==> config.mk <==
export PLATFORM = sky130hd
export DESIGN_NAME = cu_ram
export DESIGN_NICKNAME = d
export VERILOG_FILES = /design/src/hdl/combination_unrank_defines.svh /design/src/hdl/cu_ram.sv
export SDC_FILE = /design/constraint.sdc
export NUM_CORES = 1
export LEC_CHECK = 0
export BUFFER_PORTS_ARGS = -buffer_cell sky130_fd_sc_hd__buf_2
export CAP_MARGIN = 20
export CORE_ASPECT_RATIO = 1.5
export CORE_MARGIN = 2
export CORE_UTILIZATION = 60
export CTS_CLUSTER_DIAMETER = 150
export CTS_CLUSTER_SIZE = 40
export DETAILED_ROUTE_END_ITERATION = 12
export GPL_TIMING_DRIVEN = 0
export PLACE_DENSITY = 0.79
export SETUP_SLACK_MARGIN = 0.2
export SLEW_MARGIN = 20
export SYNTH_ARGS = -nofsm -noshare
export SYNTH_HDL_FRONTEND = slang
export SYNTH_SLANG_ARGS = --single-unit
==> constraint.sdc <==
create_clock -name clock -period 3.2 [get_ports clock]
set_input_delay 0 -clock clock [delete_from_list [all_inputs] [get_ports clock]]
set_output_delay 0 -clock clock [all_outputs]
set_load 0.03 [all_outputs]
==> src/hdl/combination_unrank_defines.svh <==
// assertion macros for the combination unranking block
// no dependencies; define NO_ASSERTIONS to compile them out
`ifndef COMBINATION_UNRANK_DEFINES_SVH
`define COMBINATION_UNRANK_DEFINES_SVH

`ifndef NO_ASSERTIONS
`define CU_ASSERT_IMPLIES(lbl, clk, rst, ante, cons, msg) \
   lbl: assert property (@(posedge clk) disable iff (rst) (ante) |-> (cons)) else $error(msg);
`define CU_ASSERT_NEXT(lbl, clk, rst, ante, cons, msg) \
   lbl: assert property (@(posedge clk) disable iff (rst) (ante) |=> (cons)) else $error(msg);
`else
`define CU_ASSERT_IMPLIES(lbl, clk, rst, ante, cons, msg)
`define CU_ASSERT_NEXT(lbl, clk, rst, ante, cons, msg)
`endif

`endif

==> src/hdl/cu_ram.sv <==
// generic single-write, single-read ram with registered read data
// no dependencies
module cu_ram #(
   parameter int WIDTH = 8,
   parameter int DEPTH = 16
) (
   input  logic                     clock,
   input  logic                     wr_en,
   input  logic [$clog2(DEPTH)-1:0] wr_addr,
   input  logic [WIDTH-1:0]         wr_data,
   input  logic                     rd_en,
   input  logic [$clog2(DEPTH)-1:0] rd_addr,
   output logic [WIDTH-1:0]         rd_data
);
   logic [WIDTH-1:0] mem [DEPTH];
   logic [WIDTH-1:0] rd_data_ff;

   always_ff @(posedge clock) begin
      if (wr_en) begin
         mem[wr_addr] <= wr_data;
      end
      if (rd_en) begin
         rd_data_ff <= mem[rd_addr];
      end
   end

   assign rd_data = rd_data_ff;
endmodule

======== After elaboration in Yosys (flattened, before gate mapping) ========
Memories as Yosys holds them, arrays and structs flattened. A register that Yosys moved wholly into a read port is not among the register bits.
Cells that the tools add are included.
word-level totals
  logic and storage cells ................. 3
  input port bits ......................... 19
  bits in writable memories ............... 128
  memories kept ........................... 1
  bits in registers ....................... 0
memory list
  memory  words  width  read ports  clocked after Yosys merged registers in  write ports  line          source
  mem     16     8      1           1                                        1            cu_ram.sv:15  logic [WIDTH-1:0] mem [DEPTH];
operators by class
  mux-type cells .......................... 2
operators with widths
  cell               number
  1-bit two-way mux  2

======== Depth between registers and ports, before layout ========
  word-level depth ........................ 2
  gate-level depth with buffers ........... 5
  depth with buffers taken out ............ 3

======== Least setup slack after synthesis ========
No wires, ideal clock.
  path kind ............................... in2reg
  start ................................... input wr_addr[2]
  end ..................................... memory mem[0][0], enable pin
  arrival ................................. 1110 ps
  data required time ...................... 2817 ps
  stages on the path ...................... 2
  library setup time ...................... 383 ps
  setup slack ............................. 1707 ps
  cell sequence ........................... or3b_2 -> nor3_1
RTL lines
  element      line          source
  from (decl)  cu_ram.sv:9   input logic [$clog2(DEPTH)-1:0] wr_addr,
  to (decl)    cu_ram.sv:15
Straight into the memory's write port.

==> flow_summary.toml <==
[finish]
final_area_sq_mm = 0.006125
drive_gt1_share_pct = 28.62
area_growth_pct = 17.16
nNetsFinal = 297
antenna_cells = 0
fillers = 488

[die]
pin_count = 27
die_w_um = 80.21
die_y_um = 118.3
fp.coreArea_sq_mm = 0.008464
rows = 41
start_util_pct = 61.76
dieArea_sq_mm = 0.009490

[setup_path]
worst_setup_path_end_kind = "flip-flop"
regToRegEndpoint = "rd_data[2]"
r2r_setup_slack_ns = 1.60
critPathLaunchType = "flip-flop"
crit_slowest_cell = "mux4_1"
cp.required_ns = 3.35
crit_type = "reg -> reg"
crit_buf_inv = 0
r2r_start = "mem[0][2]"
worstPathCellList = "mux4_1, a22oi_1, nand2_1"
reg2reg_depth = 3
path_max_fanout = 1
critPathTopFamily = "multiplexers"
cp.arrival_ns = 1.75
critical-path-max-stage-delay_ns = 0.56

[logic_synthesis]
postSynthAreaPerCell_sq_um = 22.83
synthTopCellsByArea = "edfxtp_1, mux4_2, mux4_1"
async_flop_share_pct = 0
synth_top_area_cell = "edfxtp_1"
ys_types = 18
yosysTopAreaCellShare_pct = 78.12
synth_fp_nets = 248
ys_ff_latch = 136
synth_area_sq_mm = 0.005228
synthesis.instances = 229
synth_edf_count = 136
synth_common_cells = "edfxtp_1, mux4_2, a22oi_1"
yosysMostFrequentCell = "edfxtp_1"
synth_flop_cell = "edfxtp_1"
synth_seq_area_share_pct = 78.12
yosysWarnings = 0

[clocking]
cts_made_buffers = 17
cts-root-buf = "clkbuf_16"
numClockSinks = 136
insertion_delay_ns = 0.41
clk_pin_slew_ns = 0.06
htreeDepth = 4
cts_tree = "done"
cts_resized = 0
cts_buffer_depth = 2

[drt]
route.detailed.drc = 0
wirelength_um = 9493
num_vias = 2441
drt-wirelength-per-cell_um = 23.91
via_per_inst = 6.149
drt-pass1-iter-count = 5
ant_nets = 0
dr.first_iter.drc_count = 222

[timing]
hold_violations = 0
drv_slew = 0
slew_headroom_pct = 47.89
grt_setup_unrepaired = "false"
setup_viol = 0
fin_crit_ns = 1.597
tightest_slew_ns = 0.7788
finalClockSkew_ns = 0.005680
clock.fmax_mhz = 626.2
fin_tns_setup_ns = 0
finalCritPeriodShare_pct = 49.90
timing.hold.ws_ns = 0.007513

[outcome]
status = "finished clean"

[placed_design]
dp.final_hpwl_um = 6106
place_area_sq_mm = 0.005507
numPortBuffers = 25
gp_congestion = 0.8278

[grt]
grt_pass1_vias = 2458
grt_max_degree = 17
overflow = 0
antenna_found_initial = 0
grt_usage_pct = 22.70
grt_pass1_wl_um = 14330

[power]
power_mw = 4.100
p_per_area_mw_per_mm2 = 669.4
peakVddDrop_v = 0.0005662
p_leak_nw = 2.052

[min_path]
hp-class = "in -> reg"
hold_depth = 1
min_to = "mem[4][7]"
min_from = "wr_data[7]"

[run]
cap_violations = 0
-- cells by family (layout without fill, tap and decap cells) --
logic type             count (synthesis)  after routing  synth area share (%)
buffers and inverters                 10             71                 1.651
DFF                                  136            136                 78.12
muxes                                 32             32                 14.79
and+or+nand+nor                       35             35                 3.136
AOI/OAI and AO/OA                     16             16                 2.298
-- power breakdown --
| group | switching [mW] | internal, mW | leakage (nW) | total (mW) |
|---|---|---|---|---|
| Combinational | 0.127 | 0.0817 | 0.543 | 0.208 |
| Clock | 0.668 | 1.21 | 0.272 | 1.87 |
| Sequential | 0.00867 | 2.01 | 1.24 | 2.02 |
| Total | 0.804 | 3.30 | 2.05 | 4.10 |
-- worst max path at each step --
stage / startpoint / end / slack, ns / depth (start not counted)
4_1_cts: mem[0][2] / rd_data[2] / 1.61 / 3
6_report: mem[0][2] / rd_data[2] / 1.60 / 3
2_1_floorplan: wr_addr[2] / mem[0][0] / 1.71 / 2
3_5_place_dp: wr_addr[2] / mem[3][5] / 1.51 / 3
5_1_grt: mem[0][2] / rd_data[2] / 1.57 / 3
3_3_place_gp: wr_addr[2] / mem[0][2] / 1.09 / 3
-- cell type report --
cell class / count / area [sq um] / area share [%]
buffer: 10 / 86.33 / 1.410
clock buffer: 20 / 436.7 / 7.130
clock inverter: 11 / 131.4 / 2.145
multi-input combinational: 83 / 1077 / 17.59
sequential: 136 / 4084 / 66.68
tap: 107 / 133.9 / 2.186
timing repair buffer: 30 / 175.2 / 2.860
-- stage by stage --
step	util, %	std cells	setup slack, ns
final	72.36	397	1.603
after global routing	72.36	397	1.568
after CTS	72.36	397	1.613
after detailed placement	65.06	361	1.510
after global placement	64.82	361	1.093
after floorplan	-	229	1.707
-- cell usage in the layout (no fill, tap or decap), drive strengths merged, types with 3 or more instances in the layout --
| master | synthesis | layout |
|---|---|---|
| clkdlybuf4s25 | 3 | 3 |
| nor3 | 4 | 4 |
| clkbuf | 0 | 20 |
| dlygate4sd3 | 0 | 5 |
| clkinv | 0 | 6 |
| nor2 | 13 | 13 |
| edfxtp | 136 | 136 |
| bufinv | 0 | 3 |
| buf | 7 | 32 |
| a22oi | 16 | 16 |
| mux4 | 32 | 32 |
| nand2 | 9 | 9 |
-- flip-flops by register name (all words and copies together) (netlist names) --
signal,count
mem,128
rd_data,8
-- per-layer routing --
metal,GRT usage (%),vias to the layer above,part of all wire [%]
met5,0,-,0
met4,8.792,0,1.8
met3,5.802,14,5.2
met2,37.50,100,54
met1,28.91,1249,39
li1,-,1078,-
-- repair_timing --
| item | in CTS | in global routing |
|---|---|---|
| setup buffers | 0 | 0 |
| endpoints found under the hold margin | 69 | 0 |
| hold buffers | 5 | 0 |
-- worst reg2reg max path, stage by stage, from the launching register on --
cell and delay, ns:
edfxtp_1 0.36, mux4_1 0.56, a22oi_1 0.31, nand2_1 0.11
(Power assumes the default switching activity.)
