### config.mk
export PLATFORM = sky130hd
export DESIGN_NAME = cu_binom_fill
export DESIGN_NICKNAME = d
export VERILOG_FILES = /design/src/hdl/combination_unrank_defines.svh /design/src/hdl/cu_pkg.sv /design/src/hdl/cu_binom_fill.sv
export SDC_FILE = /design/constraint.sdc
export NUM_CORES = 1
export LEC_CHECK = 0
export BUFFER_PORTS_ARGS = -buffer_cell sky130_fd_sc_hd__buf_2
export CAP_MARGIN = 20
export CORE_MARGIN = 5
export CORE_UTILIZATION = 45
export DETAILED_ROUTE_END_ITERATION = 6
export GPL_ROUTABILITY_DRIVEN = 0
export PLACE_DENSITY = 0.62
export RECOVER_POWER = 100
export SYNTH_ARGS = -nofsm -noshare
export SYNTH_HDL_FRONTEND = slang
export SYNTH_SLANG_ARGS = --single-unit
### constraint.sdc
create_clock -name clock -period 3.96 [get_ports clock]
set_input_delay 1.188 -clock clock [delete_from_list [all_inputs] [get_ports clock]]
set_output_delay 1.188 -clock clock [all_outputs]
set_load 0.01 [all_outputs]
### src/hdl/combination_unrank_defines.svh
// assertion macros for the combination unranking block
// no dependencies; define NO_ASSERTIONS to compile them out
`ifndef COMBINATION_UNRANK_DEFINES_SVH
`define COMBINATION_UNRANK_DEFINES_SVH

`ifndef NO_ASSERTIONS
`define CU_ASSERT_IMPLIES(lbl, clk, rst, ante, cons, msg) \
   lbl: assert property (@(posedge clk) disable iff (rst) (ante) |-> (cons)) else $error(msg);
`define CU_ASSERT_NEXT(lbl, clk, rst, ante, cons, msg) \
   lbl: assert property (@(posedge clk) disable iff (rst) (ante) |=> (cons)) else $error(msg);
`else
`define CU_ASSERT_IMPLIES(lbl, clk, rst, ante, cons, msg)
`define CU_ASSERT_NEXT(lbl, clk, rst, ante, cons, msg)
`endif

`endif

### src/hdl/cu_pkg.sv
// shared constants, types and helpers of the combination unranking block
// no dependencies
package cu_pkg;

   localparam int MAX_SET_SIZE    = 32;
   localparam int MAX_SUBSET_SIZE = 16;

   localparam int SET_W  = 6;
   localparam int SUB_W  = 5;
   localparam int RANK_W = 30;
   localparam int ELEM_W = 6;
   localparam int POS_W  = 4;

   // binomial table C(a,b), a in 0..MAX_SET_SIZE, b in 0..MAX_SUBSET_SIZE
   localparam int BINOM_ROWS  = MAX_SET_SIZE + 1;
   localparam int BINOM_COLS  = MAX_SUBSET_SIZE + 1;
   localparam int BINOM_DEPTH = BINOM_ROWS * BINOM_COLS;
   localparam int BINOM_AW    = $clog2(BINOM_DEPTH);
   localparam int BINOM_W     = RANK_W;
   localparam int ROW_W       = $clog2(BINOM_ROWS);
   localparam int COL_W       = $clog2(BINOM_COLS);

   localparam int CSR_INDEX_W = 1;
   localparam int CSR_DATA_W  = SET_W;
   localparam logic [CSR_INDEX_W-1:0] CSR_SET_SIZE    = CSR_INDEX_W'(0);
   localparam logic [CSR_INDEX_W-1:0] CSR_SUBSET_SIZE = CSR_INDEX_W'(1);

   localparam logic [SET_W-1:0] SET_SIZE_RESET    = SET_W'(32);
   localparam logic [SUB_W-1:0] SUBSET_SIZE_RESET = SUB_W'(1);

   typedef struct packed {
      logic                en;
      logic [BINOM_AW-1:0] addr;
      logic [BINOM_W-1:0]  data;
   } binom_wr_type;

   typedef enum logic [2:0] {
      ST_IDLE,
      ST_RANGE,
      ST_ISSUE,
      ST_CHECK,
      ST_FINAL,
      ST_PUT
   } state_type;

   function automatic logic [BINOM_AW-1:0] binom_addr(input logic [SET_W-1:0] a,
                                                      input logic [SUB_W-1:0] b);
      binom_addr = BINOM_AW'(int'(a) * BINOM_COLS + int'(b));
   endfunction

endpackage

### src/hdl/cu_binom_fill.sv
// builds the binomial table row by row after reset (pascal rule on a shift line)
// depends on cu_pkg
module cu_binom_fill import cu_pkg::*; (
   input  logic         clock,
   input  logic         reset,
   output binom_wr_type fill_wr,
   output logic         fill_done
);
   // line holds one row, highest column at tap 0
   logic [BINOM_W-1:0]  line_ff [BINOM_COLS];
   logic [BINOM_W-1:0]  line_in [BINOM_COLS];
   logic [ROW_W-1:0]    row_ff, row_in;
   logic [COL_W-1:0]    col_ff, col_in;
   logic [BINOM_AW-1:0] base_ff, base_in;
   logic                done_ff, done_in;
   logic [BINOM_W-1:0]  value;

   always_comb begin
      // row zero has only column zero set
      value   = (col_ff == '0) ? line_ff[0] :
                (row_ff == '0) ? '0 : BINOM_W'(line_ff[0] + line_ff[1]);
      line_in = line_ff;
      row_in  = row_ff;
      col_in  = col_ff;
      base_in = base_ff;
      done_in = done_ff;
      if (!done_ff) begin
         for (int t = 0; t < BINOM_COLS - 1; t++) begin
            line_in[t] = line_ff[t+1];
         end
         line_in[BINOM_COLS-1] = value;
         if (col_ff == '0) begin
            if (row_ff == ROW_W'(MAX_SET_SIZE)) begin
               done_in = 1'b1;
            end else begin
               row_in  = row_ff + 1'b1;
               base_in = base_ff + BINOM_AW'(BINOM_COLS);
               col_in  = COL_W'(MAX_SUBSET_SIZE);
            end
         end else begin
            col_in = col_ff - 1'b1;
         end
      end
   end

   always_ff @(posedge clock) begin
      if (reset) begin
         for (int t = 0; t < BINOM_COLS; t++) begin
            line_ff[t] <= (t == BINOM_COLS - 1) ? BINOM_W'(1) : '0;
         end
         row_ff  <= '0;
         col_ff  <= COL_W'(MAX_SUBSET_SIZE);
         base_ff <= '0;
         done_ff <= 1'b0;
      end else begin
         line_ff <= line_in;
         row_ff  <= row_in;
         col_ff  <= col_in;
         base_ff <= base_in;
         done_ff <= done_in;
      end
   end

   assign fill_wr.en   = !done_ff;
   assign fill_wr.addr = base_ff + BINOM_AW'(col_ff);
   assign fill_wr.data = value;
   assign fill_done    = done_ff;
endmodule

Word-level counts from Yosys, hierarchy flattened
Index checks and enable logic that the tools add are counted.
W data, S select, Z words.
- $add $sub $neg: 5
- reductions and logical operators: 5
- bitwise logic cells: 2
- equal/unequal tests: 2
- muxes and demuxes: 7
- operator list (cell ; count):
    $mux W30 ; 2
    $add A30 B30 Y30 ; 1
    $add A10 B5 Y10 ; 1
    $add A10 B5 Y10 const B ; 1
    $mux W5 ; 2
    $add A6 B1 Y6 const B ; 1
    $eq A6 B6 Y1 const B ; 1
    $logic_not A6 Y1 ; 1
    $logic_not A5 Y1 ; 1
    $sub A5 B1 Y5 const B ; 1
    $mux W1 ; 3
    $reduce_and A3 Y1 ; 1
    $ne A2 B2 Y1 const B ; 1
    $not A1 Y1 ; 2
    $reduce_and A2 Y1 ; 1
    $logic_not A1 Y1 ; 1
- register bits: 532
- output and inout bits: 42
- input bits: 2
- word-level logic and storage cells: 42

Longest topological paths before layout
- depth in word-level cells: 4
- depth in mapped cells: 12
- gate-level depth less buffers: 12

Least setup slack after synthesis
No wires, ideal clock.
- kind: flip-flop to output port
- start: register line_ff[450] (netlist name)
- end: output port fill_wr[26] (netlist name)
- path buffers: 0
- arrival: 2.480 ns
- setup slack: 0.292 ns
- required time: 2.772 ns
- cell stages (with the launch flop): 13
- cell sequence: dfxtp_1 > ha_1 > inv_1 > fa_1 > nor2b_1 > o31ai_1 > a31oi_1 > o2111ai_2 > a21oi_2 > a31oi_4 > o2111a_1 > a21oi_1 > nand2_1
- RTL lines (what ; RTL line ; text):
    from (decl) ; cu_binom_fill.sv:10 ; logic [BINOM_W-1:0] line_ff [BINOM_COLS];
    from (signal, indexed assignment) ; cu_binom_fill.sv:49 ; line_ff[t] <= (t == BINOM_COLS - 1) ? BINOM_W'(1) : '0;
    from (signal assigned) ; cu_binom_fill.sv:56 ; line_ff <= line_in;
    to (decl) ; cu_binom_fill.sv:6 ; output binom_wr_type fill_wr,

==> flow_metrics.py <==
metrics = {
    "timing": {
        "setup_viol": 11,
        "worstMarginPinSlew_ps": 2410,
        "post-route-period-util": 1.08,
        "period_needed_ps": 4280,
        "fmax_mhz": 233,
        "rsz0062_at_grt": "true",
        "hold_viol_final": 0,
        "fin_worst_skew_ps": 26.7,
        "slew_headroom": -0.604,
        "timing.final.ws_setup_ps": -324,
        "drv_slew": 110,
    },
    "cells_and_area": {
        "areaGrowthSynthToFinish_pct": 16.0,
        "drive_gt1_frac": 0.133,
        "layout.nets": 2165,
        "num-fill-cells": 4023,
        "postLayoutCellArea_mm2": 0.0240,
        "final_cell_mix": "nor2_1, dfxtp_1, mux2i_1",
        "stdcell_count": 2762,
        "antennaDiodeCount": 0,
        "final_common_cell": "nor2_1",
    },
    "routing": {
        "routed_wirelength_mm": 39.6,
        "dr.pass1.iters": 6,
        "drc": 0,
        "route.vias.total": 14000,
        "drt_iter0_drc": 1058,
        "routedWlPerCell_um": 14.3,
        "via_per_inst": 5.06,
        "postRouteAntennaNets": 0,
    },
    "clock_tree": {
        "cts_sinks": 532,
        "clk_path_buf_depth": 3,
        "insertion_delay_ps": 590,
        "cts_tree": "done",
        "cts_made_buffers": 52,
        "htreeDepth": 2,
        "clk_pin_slew_ps": 60,
        "clockRootBuffer": "clkbuf_16",
    },
    "synthesis": {
        "synth_top_family_by_area": "multiplexers",
        "ys_types": 63,
        "ys_async_sr_fraction": 0,
        "synthCells": 2083,
        "syn_nets": 2125,
        "ys_ff_latch": 532,
        "synth_xor_area_frac": 0.0212,
        "syn_avg_cell_area_um2": 9.93,
        "yosys_most_used_dff": "dfxtp_1",
        "ys_seq_area_frac": 0.515,
        "synth_fa_ha_area_frac": 0.0249,
        "netlist_area_mm2": 0.0207,
        "synth_mux_area_frac": 0.234,
        "synth_edf_count": 0,
        "synth_simple_gate_area_frac": 0.124,
        "synth-compound-area-share": 0.0511,
        "yosys_warnings": 0,
    },
    "setup_path": {
        "crit_path_max_fanout": 2,
        "worstPathRequired_ps": 2770,
        "crit_path_end_kind": "output pin",
        "worstSetupPathType": "reg2out",
        "crit_arrival_ps": 3100,
        "crit_path_start_kind": "flop",
    },
    "pwr": {
        "p_leak_nw": 8.31,
        "powerDensity_mw_per_mm2": 448,
        "ir_worst_vdd_uv": 424,
        "fin_total_pwr_mw": 10.7,
    },
    "worst_hold_path": {
        "hold_path_class": "reg2reg",
    },
    "floorplanning": {
        "num_io_pins": 44,
        "die_area_mm2": 0.0503,
        "fp.dieW_um": 224,
        "die_y_um": 224,
        "start_util": 0.456,
        "core.rowCount": 78,
        "coreArea_mm2": 0.0454,
    },
    "place": {
        "place_ws_ps": -69.3,
        "dp_cells": 2638,
        "place_area_mm2": 0.0216,
        "io_buffers": 43,
        "dpl.hpwl_mm": 24.3,
    },
    "outcome": {
        "status": "finished with violations",
        "violations": "capacitance limit, slew limit, setup timing",
    },
    "global_routing": {
        "grtUsageTotal": 0.154,
        "grt_pass1_vias": 13100,
        "grt_first_pass_wirelength_mm": 66.1,
        "gr-total-overflow": 0,
        "grt_antenna_before_repair": 0,
        "grt_max_degree": 146,
    },
    "job": {
        "maxCapViolCount": 1,
    },
}
[worst max-delay path, cell delays in order (launching register included)]
cell	delay, ps
dfxtp_2	350
ha_4	140
inv_2	40
fa_2	360
nor2b_4	150
o31ai_4	80
a31oi_4	230
o2111ai_4	170
a21oi_4	220
a31oi_4	110
o2111a_1	280
a21oi_2	130
nand2_1	90
buf_2	150
[stage by stage]
stage                      util  setup TNS (ps)  hold WS (ps)
after CTS                 0.528           -2090           474
after global routing      0.529           -4140           496
after global placement    0.476           -82.2           453
after floorplan               -               0           440
after detailed placement  0.476           -69.3           459
final                     0.529           -1790           468
[synth_stat cells, types with 11 or more instances]
library cell	instances	area (µm²)
dfxtp_1	532	10700
nor2_1	523	1960
mux2i_1	484	4840
nand2_1	90	338
clkbuf_1	74	278
a21oi_1	54	270
buf_1	54	203
ha_1	38	475
inv_1	27	101
xnor2_1	25	219
xor2_1	25	219
o21ai_1	18	90.1
o21ai_0	17	85.1
a21o_1	16	120
o21a_1	11	82.6
[final timing paths]
check | start | endpoint | slack (ps) | cells after the start
hold / removal | line_ff[19] | line_ff[19] | 470 | 2
setup reg to reg | line_ff[480] | line_ff[18] | 990 | 17
setup / recovery | line_ff[480] | fill_wr[26] | -320 | 13
hold reg to reg | line_ff[19] | line_ff[19] | 470 | 2
[where the power goes]
part	switching [mW]	internal [mW]	total, mW	leakage [nW]
Sequential	0.0412	5.39	5.43	4.30
Combinational	0.303	0.126	0.429	3.16
Clock	2.02	2.87	4.89	0.850
Total	2.37	8.38	10.7	8.31
[cells by family (layout without fill, tap and decap cells)]
family | Yosys count | count (layout)
AO/OA/AOI/OAI | 163 | 163
flip-flops | 532 | 532
XOR/XNOR | 50 | 50
buffers and inverters | 159 | 238
multiplexers | 484 | 484
AND/OR/NAND/NOR | 655 | 655
adder cells (fa/ha/maj) | 40 | 40
[cell type report]
| cell class | count | area [µm²] | share of cell area |
|---|---|---|---|
| multi-input combinational | 1392 | 9930 | 0.414 |
| clock inverter | 21 | 230 | 0.00960 |
| timing repair buffer | 117 | 812 | 0.0339 |
| sequential | 532 | 10700 | 0.445 |
| clock buffer | 72 | 1480 | 0.0616 |
| tap | 600 | 751 | 0.0313 |
| inverter | 28 | 105 | 0.00438 |
[per-layer routing]
layer / GRT usage / routed length [µm]
met1: 0.229 / 19900
met2: 0.229 / 16900
met3: 0.0271 / 1880
met4: 0.0466 / 847
met5: 0 / 0
[sequential cells by signal, summed over array words and instances, names as in the netlist]
signal	flops
base_ff	10
col_ff	5
fill_done	1
line_ff	510
row_ff	6
[timing repair]
item / CTS / global route
hold buffers: 0 / 0
pin swaps: 57 / 28
setup endpoints to repair: 25 / 27
gates resized for setup: 106 / 27
setup buffers: 24 / 9
Power figures use the tool's default switching activity.
